===== src/rtl/rmq_pkg.sv =====
// Shared types and constants for the rotation matrix to quaternion block.
// No dependencies; every other file in rtl/ imports this package.
`timescale 1ns / 1ps

package rmq_pkg;

	localparam int DATA_WIDTH    = 16;
	localparam int FRAC_BITS_DEF = 14;

	// Branch codes reported on branch_taken
	localparam logic [1:0] BR_TRACE = 2'd0;
	localparam logic [1:0] BR_DIAG0 = 2'd1;
	localparam logic [1:0] BR_DIAG1 = 2'd2;
	localparam logic [1:0] BR_DIAG2 = 2'd3;

	typedef struct packed {
		logic signed [DATA_WIDTH-1:0] m_0_0;
		logic signed [DATA_WIDTH-1:0] m_0_1;
		logic signed [DATA_WIDTH-1:0] m_0_2;
		logic signed [DATA_WIDTH-1:0] m_1_0;
		logic signed [DATA_WIDTH-1:0] m_1_1;
		logic signed [DATA_WIDTH-1:0] m_1_2;
		logic signed [DATA_WIDTH-1:0] m_2_0;
		logic signed [DATA_WIDTH-1:0] m_2_1;
		logic signed [DATA_WIDTH-1:0] m_2_2;
	} mat_t;

	typedef struct packed {
		logic signed [DATA_WIDTH-1:0] quat_w;
		logic signed [DATA_WIDTH-1:0] quat_x;
		logic signed [DATA_WIDTH-1:0] quat_y;
		logic signed [DATA_WIDTH-1:0] quat_z;
		logic [1:0]                   branch_taken;
		logic                         bad_input;
	} quat_t;

	// Control that rides along the pipeline with each item
	typedef struct packed {
		logic [1:0] br;
		logic       bad;
	} side_t;

endpackage


===== src/rtl/rmq_sqrt.sv =====
// Pipelined integer square root, one root bit per stage, with side data.
// Depends on rmq_pkg.
`timescale 1ns / 1ps

module rmq_sqrt import rmq_pkg::*; #(
	parameter int SW = 16,
	parameter int PW = 17
) (
	input  logic                 clk,
	input  logic                 arst_n,
	input  logic                 en,
	input  logic                 in_vld,
	input  logic [2*SW-1:0]      in_rad,
	input  side_t                in_side,
	input  logic [2:0][PW-1:0]   in_pairs,
	output logic                 out_vld,
	output logic [SW-1:0]        out_root,
	output side_t                out_side,
	output logic [2:0][PW-1:0]   out_pairs
);

	localparam int RMW = SW + 3;

	logic                 vld_s   [1:SW];
	logic [RMW-1:0]       rem_s   [1:SW];
	logic [SW-1:0]        root_s  [1:SW];
	logic [2*SW-1:0]      rad_s   [1:SW];
	side_t                side_s  [1:SW];
	logic [2:0][PW-1:0]   pairs_s [1:SW];

	for (genvar g = 0; g < SW; g++) begin : g_step
		logic               v_in;
		logic [RMW-1:0]     r_in, r_sh, trial;
		logic [SW-1:0]      q_in;
		logic [2*SW-1:0]    x_in;
		side_t              sd_in;
		logic [2:0][PW-1:0] p_in;

		if (g == 0) begin : g_first
			assign v_in  = in_vld;
			assign r_in  = '0;
			assign q_in  = '0;
			assign x_in  = in_rad;
			assign sd_in = in_side;
			assign p_in  = in_pairs;
		end else begin : g_rest
			assign v_in  = vld_s[g];
			assign r_in  = rem_s[g];
			assign q_in  = root_s[g];
			assign x_in  = rad_s[g];
			assign sd_in = side_s[g];
			assign p_in  = pairs_s[g];
		end

		assign r_sh  = {r_in[RMW-3:0], x_in[2*SW-1 -: 2]};
		assign trial = {1'b0, q_in, 2'b01};

		always_ff @(posedge clk or negedge arst_n) begin
			if (!arst_n) begin
				vld_s[g+1] <= 1'b0;
			end else if (en) begin
				vld_s[g+1] <= v_in;
			end
		end

		always_ff @(posedge clk) begin
			if (en) begin
				if (r_sh >= trial) begin
					rem_s[g+1]  <= r_sh - trial;
					root_s[g+1] <= {q_in[SW-2:0], 1'b1};
				end else begin
					rem_s[g+1]  <= r_sh;
					root_s[g+1] <= {q_in[SW-2:0], 1'b0};
				end
				rad_s[g+1]   <= x_in << 2;
				side_s[g+1]  <= sd_in;
				pairs_s[g+1] <= p_in;
			end
		end
	end

	assign out_vld   = vld_s[SW];
	assign out_root  = root_s[SW];
	assign out_side  = side_s[SW];
	assign out_pairs = pairs_s[SW];

endmodule


===== config.mk =====
export PLATFORM = sky130hd
export DESIGN_NAME = rmq_sqrt
export DESIGN_NICKNAME = d
export VERILOG_FILES = /design/src/rtl/rmq_pkg.sv /design/src/rtl/rmq_sqrt.sv
export SDC_FILE = /design/constraint.sdc
export NUM_CORES = 1
export LEC_CHECK = 0
export ABC_AREA = 1
export CORE_ASPECT_RATIO = 2
export CORE_MARGIN = 2
export CORE_UTILIZATION = 63
export DETAILED_ROUTE_END_ITERATION = 7
export DONT_BUFFER_PORTS = 1
export MAX_ROUTING_LAYER = met4
export PLACE_DENSITY = 0.82
export SLEW_MARGIN = 15
export SYNTH_ARGS = -nofsm -noshare
export SYNTH_HDL_FRONTEND = slang
export SYNTH_SLANG_ARGS = --single-unit

===== constraint.sdc =====
create_clock -name clk -period 2.3 [get_ports clk]
set_clock_uncertainty 0.1 [all_clocks]
set_input_delay 0.46 -clock clk [delete_from_list [all_inputs] [get_ports clk]]
set_output_delay 0.46 -clock clk [all_outputs]
set_load 0.02 [all_outputs]

==> results.sh <==
export IMPL_setup_viol=63
export IMPL_clkSlewWorstSetupHoldPaths_ns=0.07
export IMPL_multi_input_comb_area_mm2=0.01338
export IMPL_status="finished with violations"
export IMPL_ant_nets=0
export IMPL_whs_ns=-0.2716
export IMPL_dpl_hpwl_um=88450
export IMPL_ys_seq_elements=1493
export IMPL_min_period_ns=2.451
export IMPL_clock_sinks=1493
export IMPL_ctsRootBufferMaster="clkbuf_16"
export IMPL_drc_errors=0
export IMPL_core_area_mm2=0.09272
export IMPL_dieWidth_um=220.2
export IMPL_synthXorXnorAreaFrac=0.01443
export IMPL_setup_ws_ns=-0.1510
export IMPL_synthAdderAreaFrac=0.03252
export IMPL_min_path_type="input port to register"
export IMPL_synth_yosys_seq_area_share=0.7602
export IMPL_period_share=1.066
export IMPL_syn_instance_count=4438
export IMPL_hold_buffers=103
export IMPL_finalHoldViolations=113
export IMPL_grt_met2_usage=0.5774
export IMPL_start_util=0.6349
export IMPL_yosys_area_top_type="edfxtp_1"
export IMPL_grt_usage=0.3104
export IMPL_violations="negative hold slack, negative setup slack"
export IMPL_syn_area_mm2=0.05887
export IMPL_gp_congestion=0.9606
export IMPL_num_rows=158
export IMPL_synth_area_mux_share=0
export IMPL_synth_fp_nets=4681
export IMPL_cts_made_buffers=115
export IMPL_ctsLongestPathBuffers=3
export IMPL_grt_max_degree=257
export IMPL_grt_pass1_wl_um=206500
export IMPL_rsz0062_at_grt="yes"
export IMPL_synth_top_area_share=0.7534
export IMPL_clock_latency_ns=0.80
export IMPL_io_pins=161
export IMPL_vias_per_cell=5.703
export IMPL_cp_required_ns=2.69
export IMPL_io_buffers=0
export IMPL_critPathKind="register to register"
export IMPL_drt_iter0_markers=3368
export IMPL_max_cap_viol_count=0
export IMPL_grt_ovfl_total=0
export IMPL_critPathLaunch="root_s[0][32]$_DFFE_PP_"
export IMPL_dieArea_mm2=0.09605
export IMPL_htree_num_levels=3
export IMPL_post_drt_wl_per_cell_um=23.83
export IMPL_num_nets_final=5221
export IMPL_cts_tree="yes"
export IMPL_p_leak_nw=28.02
export IMPL_dpl_cell_area_mm2=0.06258
export IMPL_numPlacedInstances=5893
export IMPL_wirelength_um=149500
export IMPL_hp_start="en"
export IMPL_grt_busiest_layer="met2"
export IMPL_synth_compound_area_frac=0.01887
export IMPL_setup_worst_path_end_class="register"
export IMPL_peakVddDrop_mv=1.066
export IMPL_finalNonFillerCells=6273
export IMPL_critPathLaunchType="register"
export IMPL_crit_arrival_ns=2.84
export IMPL_worst_slew_pin_slew_ns=0.8284
export IMPL_drive_gt1_frac=0.1737
export IMPL_finalPower_w=0.06308
export IMPL_yosys_area_share_simple=0.1295
export IMPL_firstDrtPassIters=6
export IMPL_rr_startpoint="root_s[0][32]$_DFFE_PP_"
export IMPL_antenna_found_initial=2
export IMPL_yosysWarnings=0
export IMPL_max_freq_ghz=0.4080
export IMPL_cellPowerDensity_mw_per_mm2=899.6
export IMPL_design_area_mm2=0.07011
export IMPL_synthToLayoutAreaGrowth_pct=19.10
export IMPL_syn_area_per_cell_um2=13.26
export IMPL_seqCellArea_mm2=0.04475
export IMPL_die_h_um=436.3
export IMPL_synth_top_family_by_area="simple AND/OR/NAND/NOR gates"
export IMPL_grt_pass1_vias=36520
export IMPL_use_met3=0.05335
export IMPL_via_count=35770
export IMPL_synth_area_top_cells="edfxtp_1 75%, nand2_1 7.0%, inv_1 3.9%"
export IMPL_grt_met1_usage=0.2348
export IMPL_drv_slew=0
export IMPL_worst_path_max_fanout=9
export IMPL_ys_types=38
export IMPL_n_fill_cell=5475
export IMPL_relSlewSlack=0.4478
==> power by group <==
| part | switching, W | leakage [nW] | internal, W |
|---|---|---|---|
| logic | 0.00505 | 11.6 | 0.00322 |
| registers | 0.00128 | 14.5 | 0.0324 |
| clock network | 0.00988 | 1.87 | 0.0113 |
| total | 0.0162 | 28.0 | 0.0469 |
==> per-layer routing <==
layer / vias to the layer above / part of all wire
li1: 16180 / -
met2: 1684 / 0.56
met3: 997 / 0.052
met1: 16910 / 0.27
met5: - / 0
met4: 0 / 0.12
==> cells in the final DEF (no fill, tap or decap), types with 69 or more instances in the layout <==
cell type / n
nor2_1: 279
ha_4: 69
nand2_1: 1003
edfxtp_1: 1477
dlygate4sd3_1: 103
a21oi_1: 83
buf_4: 322
nand2_2: 81
ha_1: 73
clkbuf_16: 120
inv_1: 584
o21ai_0: 75
nand3_1: 215
==> final timing paths <==
path / endpoint / slack (ns) / depth (start not counted)
worst min-delay path: rad_s[0][48]$_DFFE_PP_ / -0.27 / 0
max in group asynchronous: g_step[10].v_in$_DFFE_PN0P_ / 1.52 / 1
worst min register to register: rad_s[0][196]$_DFFE_PP_ / 0.29 / 0
min in group asynchronous: g_step[1].v_in$_DFFE_PN0P_ / 0.12 / 1
worst max-delay path: rem_s[0][58]$_DFFE_PP_ / -0.15 / 11
worst max register to register: rem_s[0][58]$_DFFE_PP_ / -0.15 / 11
==> cell type report <==
type / count / area share
tap: 1200 / 0.02141
antenna: 2 / 0.00007138
multi-input combinational: 2288 / 0.1908
clock buffer: 138 / 0.04272
clock inverter: 72 / 0.01306
sequential: 1493 / 0.6383
timing repair buffer: 466 / 0.06051
inverter: 614 / 0.03316
==> repair_timing <==
item | CTS | global route
gates cloned | 5 | 11
setup buffers | 7 | 42
endpoints found under the setup margin | 376 | 439
resized for setup | 101 | 298
pin swaps | 7 | 65
endpoints found under the hold margin | 303 | 179
==> stage by stage <==
step,setup TNS [ns],setup WS (ns),utilization,hold slack [ns]
after floorplan,0,0.1094,-,0.06441
after global placement,-683.26,-1.358,0.6749,0.06506
after detailed placement,-719.05,-1.396,0.6749,0.06477
after CTS,-0.1338,-0.02100,0.7357,-0.2983
after global routing,-14.05,-0.2797,0.7562,-0.2950
final,-3.358,-0.1510,0.7562,-0.2716
==> critical path, cell delays in order, from the launching register on <==
cell      delay, ns
edfxtp_1       0.42
inv_2          0.24
ha_4           0.27
buf_4          0.16
nand2_2        0.09
inv_2          0.08
nand2_4        0.12
nor2_4         0.04
nand3b_1       0.19
nor2_2         0.18
buf_12         0.16
o21ai_0        0.12
==> flip-flops by register name, summed over array words and instances (netlist names) <==
signal,cells
g_step.v_in,15
out_vld,1
pairs_s,816
rad_s,240
rem_s,237
root_s,136
side_s,48
==> logic make-up (layout without fill, tap and decap cells) <==
| logic type | count (synthesis) | in the layout |
|---|---|---|
| buffers and inverters | 665 | 1290 |
| adder cells (fa/ha/maj) | 153 | 153 |
| AND/OR/NAND/NOR | 1820 | 1828 |
| XOR/XNOR | 97 | 97 |
| flip-flops | 1493 | 1493 |
| other | 0 | 2 |
| AO/OA/AOI/OAI | 210 | 210 |
==> Yosys cell counts <==
| cell type | number |
|---|---|
| inv_2 | 9 |
| o21bai_1 | 4 |
| nor3_2 | 2 |
| dfrtp_1 | 16 |
| inv_1 | 605 |
| o21ai_2 | 1 |
| clkbuf_1 | 21 |
| edfxtp_1 | 1477 |
| nand2_4 | 1 |
| nand2_2 | 6 |
| nor2_4 | 3 |
| nor3_1 | 44 |
| o21ai_0 | 78 |
| a21oi_4 | 1 |
| a21oi_1 | 107 |
| nor2_2 | 10 |
| o211ai_1 | 3 |
| a21oi_2 | 3 |
| buf_6 | 7 |
| buf_4 | 15 |
| a21boi_0 | 2 |
| xnor2_1 | 34 |
| nand4_1 | 45 |
| or2_2 | 14 |
| ha_1 | 153 |
| nand3_2 | 2 |
| nand3_4 | 3 |
| o2111ai_1 | 1 |
| nor2_1 | 320 |
| and2_1 | 9 |
| nand3_1 | 228 |
| buf_2 | 8 |
| nand3b_1 | 38 |
| nand2_1 | 1093 |
| xor2_1 | 63 |
| a21o_1 | 3 |
| and3_1 | 2 |
| o21ai_1 | 7 |
Power figures use the tool's default switching activity.
