## src/rtl/rmq_pkg.sv

```systemverilog
// Shared types and constants for the rotation matrix to quaternion block.
// No dependencies; every other file in rtl/ imports this package.
`timescale 1ns / 1ps

package rmq_pkg;

	localparam int DATA_WIDTH    = 16;
	localparam int FRAC_BITS_DEF = 14;

	// Branch codes reported on branch_taken
	localparam logic [1:0] BR_TRACE = 2'd0;
	localparam logic [1:0] BR_DIAG0 = 2'd1;
	localparam logic [1:0] BR_DIAG1 = 2'd2;
	localparam logic [1:0] BR_DIAG2 = 2'd3;

	typedef struct packed {
		logic signed [DATA_WIDTH-1:0] m_0_0;
		logic signed [DATA_WIDTH-1:0] m_0_1;
		logic signed [DATA_WIDTH-1:0] m_0_2;
		logic signed [DATA_WIDTH-1:0] m_1_0;
		logic signed [DATA_WIDTH-1:0] m_1_1;
		logic signed [DATA_WIDTH-1:0] m_1_2;
		logic signed [DATA_WIDTH-1:0] m_2_0;
		logic signed [DATA_WIDTH-1:0] m_2_1;
		logic signed [DATA_WIDTH-1:0] m_2_2;
	} mat_t;

	typedef struct packed {
		logic signed [DATA_WIDTH-1:0] quat_w;
		logic signed [DATA_WIDTH-1:0] quat_x;
		logic signed [DATA_WIDTH-1:0] quat_y;
		logic signed [DATA_WIDTH-1:0] quat_z;
		logic [1:0]                   branch_taken;
		logic                         bad_input;
	} quat_t;

	// Control that rides along the pipeline with each item
	typedef struct packed {
		logic [1:0] br;
		logic       bad;
	} side_t;

endpackage

```

## src/rtl/rmq_front.sv

```systemverilog
// Front stage: branch selection, root argument and element pair sums and differences.
// Depends on rmq_pkg.
`timescale 1ns / 1ps

module rmq_front import rmq_pkg::*; #(
	parameter int FRAC_BITS = FRAC_BITS_DEF,
	parameter int AW        = 20,
	parameter int SW        = 16,
	parameter int PW        = 17
) (
	input  logic                 clk,
	input  logic                 arst_n,
	input  logic                 en,
	input  logic                 in_vld,
	input  mat_t                 mat,
	output logic                 out_vld,
	output logic [2*SW-1:0]      out_rad,
	output side_t                out_side,
	output logic [2:0][PW-1:0]   out_pairs
);

	logic signed [AW-1:0] e00, e11, e22, trace, one, arg;
	logic signed [PW-1:0] d12, d20, d01, s10, s20, s21;
	logic [1:0]           br;
	logic                 bad;
	logic [2*SW-1:0]      rad;
	logic [2:0][PW-1:0]   pairs;

	logic                 vld_s1;
	logic [2*SW-1:0]      rad_s1;
	side_t                side_s1;
	logic [2:0][PW-1:0]   pairs_s1;

	assign e00   = AW'(mat.m_0_0);
	assign e11   = AW'(mat.m_1_1);
	assign e22   = AW'(mat.m_2_2);
	assign one   = AW'(1) <<< FRAC_BITS;
	assign trace = e00 + e11 + e22;

	assign d12 = PW'(mat.m_1_2) - PW'(mat.m_2_1);
	assign d20 = PW'(mat.m_2_0) - PW'(mat.m_0_2);
	assign d01 = PW'(mat.m_0_1) - PW'(mat.m_1_0);
	assign s10 = PW'(mat.m_1_0) + PW'(mat.m_0_1);
	assign s20 = PW'(mat.m_2_0) + PW'(mat.m_0_2);
	assign s21 = PW'(mat.m_2_1) + PW'(mat.m_1_2);

	// Ties keep the earlier diagonal element
	always_comb begin
		if (!trace[AW-1]) begin
			br = BR_TRACE;
		end else if (e11 > e00) begin
			br = (e22 > e11) ? BR_DIAG2 : BR_DIAG1;
		end else begin
			br = (e22 > e00) ? BR_DIAG2 : BR_DIAG0;
		end
	end

	// Pairs go in ascending order of the slots that the half root leaves free
	always_comb begin
		unique case (br)
			BR_TRACE: begin
				arg   = trace + one;
				pairs = {d01, d20, d12};
			end
			BR_DIAG0: begin
				arg   = e00 - (e11 + e22) + one;
				pairs = {s20, s10, d12};
			end
			BR_DIAG1: begin
				arg   = e11 - (e22 + e00) + one;
				pairs = {s21, s10, d20};
			end
			default: begin
				arg   = e22 - (e00 + e11) + one;
				pairs = {s21, s20, d01};
			end
		endcase
	end

	assign bad = arg[AW-1] || (arg == '0);
	assign rad = bad ? '0 : ({{(2*SW-AW+1){1'b0}}, arg[AW-2:0]} << FRAC_BITS);

	always_ff @(posedge clk or negedge arst_n) begin
		if (!arst_n) begin
			vld_s1 <= 1'b0;
		end else if (en) begin
			vld_s1 <= in_vld;
		end
	end

	always_ff @(posedge clk) begin
		if (en) begin
			rad_s1   <= rad;
			side_s1  <= '{br: br, bad: bad};
			pairs_s1 <= pairs;
		end
	end

	assign out_vld   = vld_s1;
	assign out_rad   = rad_s1;
	assign out_side  = side_s1;
	assign out_pairs = pairs_s1;

endmodule

```

## config.mk

```make
export PLATFORM = sky130hd
export DESIGN_NAME = rmq_front
export DESIGN_NICKNAME = d
export VERILOG_FILES = /design/src/rtl/rmq_pkg.sv /design/src/rtl/rmq_front.sv
export SDC_FILE = /design/constraint.sdc
export NUM_CORES = 1
export LEC_CHECK = 0
export BUFFER_PORTS_ARGS = -buffer_cell sky130_fd_sc_hd__buf_4
export CORE_MARGIN = 4
export CORE_UTILIZATION = 45
export DETAILED_ROUTE_END_ITERATION = 12
export GPL_TIMING_DRIVEN = 0
export PLACE_DENSITY = 0.76
export SLEW_MARGIN = 20
export SYNTH_ARGS = -nofsm -noshare
export SYNTH_HDL_FRONTEND = slang
export SYNTH_SLANG_ARGS = --single-unit
```

## constraint.sdc

```tcl
create_clock -name clk -period 1.1 [get_ports clk]
set_clock_uncertainty 0.2 [all_clocks]
set_input_delay 0.33 -clock clk [delete_from_list [all_inputs] [get_ports clk]]
set_output_delay 0.33 -clock clk [all_outputs]
set_load 0.1 [all_outputs]
```

==> impl_results.html <==
<table>
<tr><th>Metric</th><th>Value</th></tr>
<tr><th colspan="2">Outcome</th></tr>
<tr><td>Result of the run</td><td>finished, violations left</td></tr>
<tr><td>Violated checks</td><td>setup timing</td></tr>
<tr><th colspan="2">Global route</th></tr>
<tr><td>GR Overflow Total</td><td>0</td></tr>
<tr><td>Antenna violations before repair</td><td>0</td></tr>
<tr><td>Via count of the first global-routing pass</td><td>14500</td></tr>
<tr><td>Global routing usage summed across all routing layers</td><td>0.267</td></tr>
<tr><td>Wire length of the first global-routing pass</td><td>76400 um</td></tr>
<tr><td>Maximum number of pins on one net before global-route repair</td><td>74</td></tr>
<tr><th colspan="2">Yosys</th></tr>
<tr><td>Number of synthesized register bits</td><td>73</td></tr>
<tr><td>Post-synthesis area per instance</td><td>between 8 and 9 sq um</td></tr>
<tr><td>Yosys top cell area share</td><td>0.264</td></tr>
<tr><td>Share of async-settable or async-resettable flops after synthesis</td><td>0.0137</td></tr>
<tr><td>Dominant synthesized flop cell</td><td>sky130_fd_sc_hd__edfxtp_1</td></tr>
<tr><td>Top cells by area in the synthesized netlist</td><td>sky130_fd_sc_hd__ha_1 (26%), sky130_fd_sc_hd__edfxtp_1 (15%), sky130_fd_sc_hd__xnor2_1 (6.0%), sky130_fd_sc_hd__fa_1 (5.9%), sky130_fd_sc_hd__inv_1 (5.3%)</td></tr>
<tr><td>Yosys warnings</td><td>0</td></tr>
<tr><td>Count of flip-flops with a built-in enable after synthesis</td><td>72</td></tr>
<tr><td>Count of mapped cells out of synthesis</td><td>1726</td></tr>
<tr><td>Sequential cell area fraction in the yosys report</td><td>0.149</td></tr>
<tr><td>Top cell type by total area after synthesis</td><td>sky130_fd_sc_hd__ha_1</td></tr>
<tr><td>Distinct cell type count of the synthesized netlist</td><td>~90</td></tr>
<tr><td>Mapped cell area</td><td>about 15000 sq um</td></tr>
<tr><th colspan="2">Finish</th></tr>
<tr><td>Highest-count cells in the layout ignoring fill and taps</td><td>sky130_fd_sc_hd__ha_1 (299), sky130_fd_sc_hd__inv_1 (204), sky130_fd_sc_hd__buf_4 (190)</td></tr>
<tr><td>Nets</td><td>about 2600</td></tr>
<tr><td>Synthesis-to-layout area growth</td><td>34.5%</td></tr>
<tr><td>Seq. cell area</td><td>approximately 2200 sq um</td></tr>
<tr><td>Fraction of layout instances using a drive strength above 1</td><td>0.256</td></tr>
<tr><td>Most common cell after layout, fill and taps aside</td><td>sky130_fd_sc_hd__ha_1</td></tr>
<tr><td>Area occupied by multi-input gates</td><td>about 13000 sq um</td></tr>
<tr><td>Filler-free cell count of the finished design</td><td>2495</td></tr>
<tr><td>Filler Cell Count</td><td>2660</td></tr>
<tr><th colspan="2">Run</th></tr>
<tr><td>Max-cap violations</td><td>0</td></tr>
<tr><th colspan="2">Power</th></tr>
<tr><td>Sum of internal, switching and leakage power</td><td>roughly 35 mW</td></tr>
<tr><td>Lkg Pwr</td><td>slightly above 9 nW</td></tr>
<tr><td>Ratio of total power to cell area</td><td>1760 nW/um^2</td></tr>
<tr><td>IR drop worst, VDD</td><td>between 0.001 and 0.0015 V</td></tr>
<tr><th colspan="2">Setup path</th></tr>
<tr><td>Highest net fanout along the worst path</td><td>6</td></tr>
<tr><td>Launch instance of the worst register-to-register path</td><td>out_vld</td></tr>
<tr><td>Crit start category</td><td>primary input</td></tr>
<tr><td>Crit path DAT</td><td>between 5 and 6 ns</td></tr>
<tr><td>Beginning of the critical path</td><td>mat[64]</td></tr>
<tr><td>Data required time at the worst endpoint</td><td>around 1.1 ns</td></tr>
<tr><td>Worst Path Class, Setup</td><td>primary input to register</td></tr>
<tr><td>Critical path endpoint category</td><td>register</td></tr>
<tr><th colspan="2">CTS</th></tr>
<tr><td>Total clock sinks</td><td>73</td></tr>
<tr><td>Clock tree from TritonCTS</td><td>yes</td></tr>
<tr><td>Maximum buffer depth of the clock tree</td><td>2</td></tr>
<tr><td>Clock slew at the register clock pins of the worst setup and hold paths</td><td>0.06 ns</td></tr>
<tr><td>Worst skew pair latency</td><td>approximately 0.35 ns</td></tr>
<tr><td>Clock buffers created by TritonCTS</td><td>9</td></tr>
<tr><td>H-tree levels</td><td>3</td></tr>
<tr><td>Clk root buf</td><td>sky130_fd_sc_hd__clkbuf_16</td></tr>
<tr><th colspan="2">Timing</th></tr>
<tr><td>Share of the clock period used by the worst path after layout</td><td>4.80</td></tr>
<tr><td>RSZ-0062 raised after global routing</td><td>true</td></tr>
<tr><td>Final setup violation count</td><td>roughly 150</td></tr>
<tr><td>Peak clock frequency supported by timing</td><td>about 0.19 GHz</td></tr>
<tr><td>Clock period minus final worst setup slack</td><td>5.28 ns</td></tr>
<tr><td>Slew at the pin with the worst max-slew slack</td><td>between 1 and 1.5 ns</td></tr>
<tr><td>Number of hold violations in the final report</td><td>0</td></tr>
<tr><td>Worst path setup slack after routing</td><td>-4.18 ns</td></tr>
<tr><td>Final slew viol count</td><td>0</td></tr>
<tr><td>Tightest slew margin relative to the limit</td><td>0.249</td></tr>
<tr><th colspan="2">Placed design</th></tr>
<tr><td>Post-detailed-placement half-perimeter wirelength</td><td>39400 um</td></tr>
<tr><td>I/O Buffers</td><td>between 200 and 250</td></tr>
<tr><td>Cells after DPL</td><td>around 2400</td></tr>
<tr><td>GPL Wtd Cong</td><td>approximately 0.94</td></tr>
<tr><td>Minimum setup slack after placement</td><td>-5.51 ns</td></tr>
<tr><th colspan="2">Floorplanning</th></tr>
<tr><td>Die Span X</td><td>~190 um</td></tr>
<tr><td>Die area</td><td>roughly 36000 sq um</td></tr>
<tr><td>Number of core rows</td><td>65</td></tr>
<tr><td>Initial cell density of the core</td><td>0.461</td></tr>
<tr><td>Io pins</td><td>235</td></tr>
<tr><td>Chip Height</td><td>189 um</td></tr>
<tr><td>Core Box Area</td><td>31900 sq um</td></tr>
<tr><th colspan="2">Routing</th></tr>
<tr><td>First-pass detailed-route iteration total</td><td>5</td></tr>
<tr><td>Iter 0 DRT Violations</td><td>1085</td></tr>
<tr><td>Vias after detailed routing</td><td>between 10000 and 15000</td></tr>
<tr><td>Via count normalized by instance count</td><td>about 5.7</td></tr>
<tr><td>Remaining routing DRC violations</td><td>0</td></tr>
<tr><td>Total Routed Length</td><td>a little over 50000 um</td></tr>
<tr><td>Final antenna-violating net count</td><td>0</td></tr>
<tr><td>Post-detailed-route wirelength per cell</td><td>between 20 and 25 um</td></tr>
<tr><th colspan="2">Hold path</th></tr>
<tr><td>Origin of the worst min-delay path</td><td>in_vld</td></tr>
<tr><td>Worst min path class</td><td>primary input to register</td></tr>
</table>
==> flip-flops by register name (all words and copies together), names as in the netlist <==
register   cells
out_vld        1
out_pairs     51
out_rad       18
out_side       3
==> kinds of logic after synthesis <==
| logic type | Yosys count | share of synthesized area |
|---|---|---|
| AO/OA/AOI/OAI | 465 | 0.214 |
| AND/OR/NAND/NOR | 399 | 0.135 |
| adder cells (fa/ha/maj) | 353 | 0.322 |
| buffers and inverters | 263 | 0.0724 |
| XOR/XNOR | 144 | 0.0858 |
| flip-flops | 73 | 0.149 |
| multiplexers | 28 | 0.0210 |
| other | 1 | 0.000255 |
==> per-layer routing <==
metal  share of wire  routed length, um  GRT usage  up-vias
met5               0                  0          0        -
met4           0.043               2190      0.101        0
met3           0.069               3470     0.0313      130
met2            0.48              24600      0.478      684
met1            0.40              20400      0.330     6719
li1                -                  -          -     6766
==> worst max-delay path, stage by stage <==
cell and delay (ns):
sky130_fd_sc_hd__buf_8 0.10, sky130_fd_sc_hd__ha_4 0.15, sky130_fd_sc_hd__inv_2 0.05, sky130_fd_sc_hd__fa_2 0.23, sky130_fd_sc_hd__o21bai_4 0.08, sky130_fd_sc_hd__a21oi_2 0.17
sky130_fd_sc_hd__o21ai_2 0.07, sky130_fd_sc_hd__a21o_1 0.19, sky130_fd_sc_hd__a21oi_2 0.14, sky130_fd_sc_hd__nor2_2 0.05, sky130_fd_sc_hd__or3_4 0.36, sky130_fd_sc_hd__a2111oi_4 0.47
sky130_fd_sc_hd__o41ai_4 0.13, sky130_fd_sc_hd__xnor2_2 0.27, sky130_fd_sc_hd__ha_4 0.27, sky130_fd_sc_hd__nor3b_4 0.26, sky130_fd_sc_hd__nand2_2 0.10, sky130_fd_sc_hd__o32ai_4 0.22
sky130_fd_sc_hd__or3_1 0.15, sky130_fd_sc_hd__buf_6 0.14, sky130_fd_sc_hd__buf_6 0.15, sky130_fd_sc_hd__nor3_1 0.06, sky130_fd_sc_hd__a211o_1 0.37, sky130_fd_sc_hd__and4bb_1 0.34
sky130_fd_sc_hd__nand4_1 0.13, sky130_fd_sc_hd__o31ai_2 0.26
==> metrics by stage <==
stage / instance area, sq um / hold slack [ns] / util / TNS, ns
2_1_floorplan: 14900 / -0.166 / - / -287.41
3_3_place_gp: 17100 / -0.0940 / 0.536 / -395.48
3_5_place_dp: 17100 / -0.0942 / 0.536 / -396.72
4_1_cts: 19100 / 0.0186 / 0.600 / -314.04
5_1_grt: 19800 / 0.0238 / 0.620 / -321.72
6_report: 19800 / 0.0151 / 0.620 / -305.53
==> area by class of cell <==
type / instances / area share
multi-input cells: 1403 / 0.632
repair buffers: 309 / 0.152
flip-flops and latches: 73 / 0.111
inverters: 210 / 0.0408
well taps: 435 / 0.0275
plain buffers: 49 / 0.0218
clock buffers: 10 / 0.0116
clock inverters: 5 / 0.00291
diodes: 1 / 0.000127
==> synth_stat cells (9+ instances only) <==
| cell type | instances |
|---|---|
| sky130_fd_sc_hd__o221ai_1 | 17 |
| sky130_fd_sc_hd__o31ai_1 | 12 |
| sky130_fd_sc_hd__buf_4 | 16 |
| sky130_fd_sc_hd__and2_1 | 12 |
| sky130_fd_sc_hd__inv_1 | 209 |
| sky130_fd_sc_hd__nand2b_1 | 22 |
| sky130_fd_sc_hd__a31oi_1 | 11 |
| sky130_fd_sc_hd__xnor2_1 | 101 |
| sky130_fd_sc_hd__o21ai_0 | 79 |
| sky130_fd_sc_hd__nor2b_1 | 28 |
| sky130_fd_sc_hd__o21bai_1 | 28 |
| sky130_fd_sc_hd__edfxtp_1 | 72 |
| sky130_fd_sc_hd__or3_1 | 10 |
| sky130_fd_sc_hd__o211ai_1 | 21 |
| sky130_fd_sc_hd__a221o_1 | 12 |
| sky130_fd_sc_hd__nand4_1 | 9 |
| sky130_fd_sc_hd__a21oi_1 | 113 |
| sky130_fd_sc_hd__nor2_1 | 115 |
| sky130_fd_sc_hd__clkbuf_1 | 23 |
| sky130_fd_sc_hd__o21a_1 | 16 |
| sky130_fd_sc_hd__a221oi_1 | 11 |
| sky130_fd_sc_hd__mux2i_1 | 20 |
| sky130_fd_sc_hd__a211o_1 | 9 |
| sky130_fd_sc_hd__a211oi_1 | 14 |
| sky130_fd_sc_hd__ha_1 | 310 |
| sky130_fd_sc_hd__nor3_1 | 36 |
| sky130_fd_sc_hd__a21o_1 | 32 |
| sky130_fd_sc_hd__xor2_1 | 43 |
| sky130_fd_sc_hd__o22ai_1 | 17 |
| sky130_fd_sc_hd__nand2_1 | 95 |
| sky130_fd_sc_hd__nand3_1 | 24 |
| sky130_fd_sc_hd__and3_1 | 10 |
| sky130_fd_sc_hd__fa_1 | 43 |
==> timing repair <==
action | in CTS | in global routing
pin swaps | 52 | 43
buffers inserted | 71 | 28
resized for setup | 284 | 139
setup endpoints to repair | 218 | 145
hold endpoints to repair | 1 | 0
hold buffers | 1 | 0
gates cloned | 2 | 1
==> worst paths after layout <==
path	to	slack [ns]	depth (start not counted)
max reg2reg	out_vld	0.03	1
max	out_side[0]	-4.18	26
min	out_vld	0.02	2
min in group asynchronous	out_vld	0.10	2
max in group asynchronous	out_vld	0.51	2
min reg2reg	out_vld	0.40	1
==> where the power goes <==
group	internal (mW)	switching, mW	total, mW
combinational	10.0	17.0	27.1
clock	1.75	1.31	3.05
sequential	4.27	0.419	4.69
total	16.1	18.7	34.8
(Power assumes the default switching activity.)
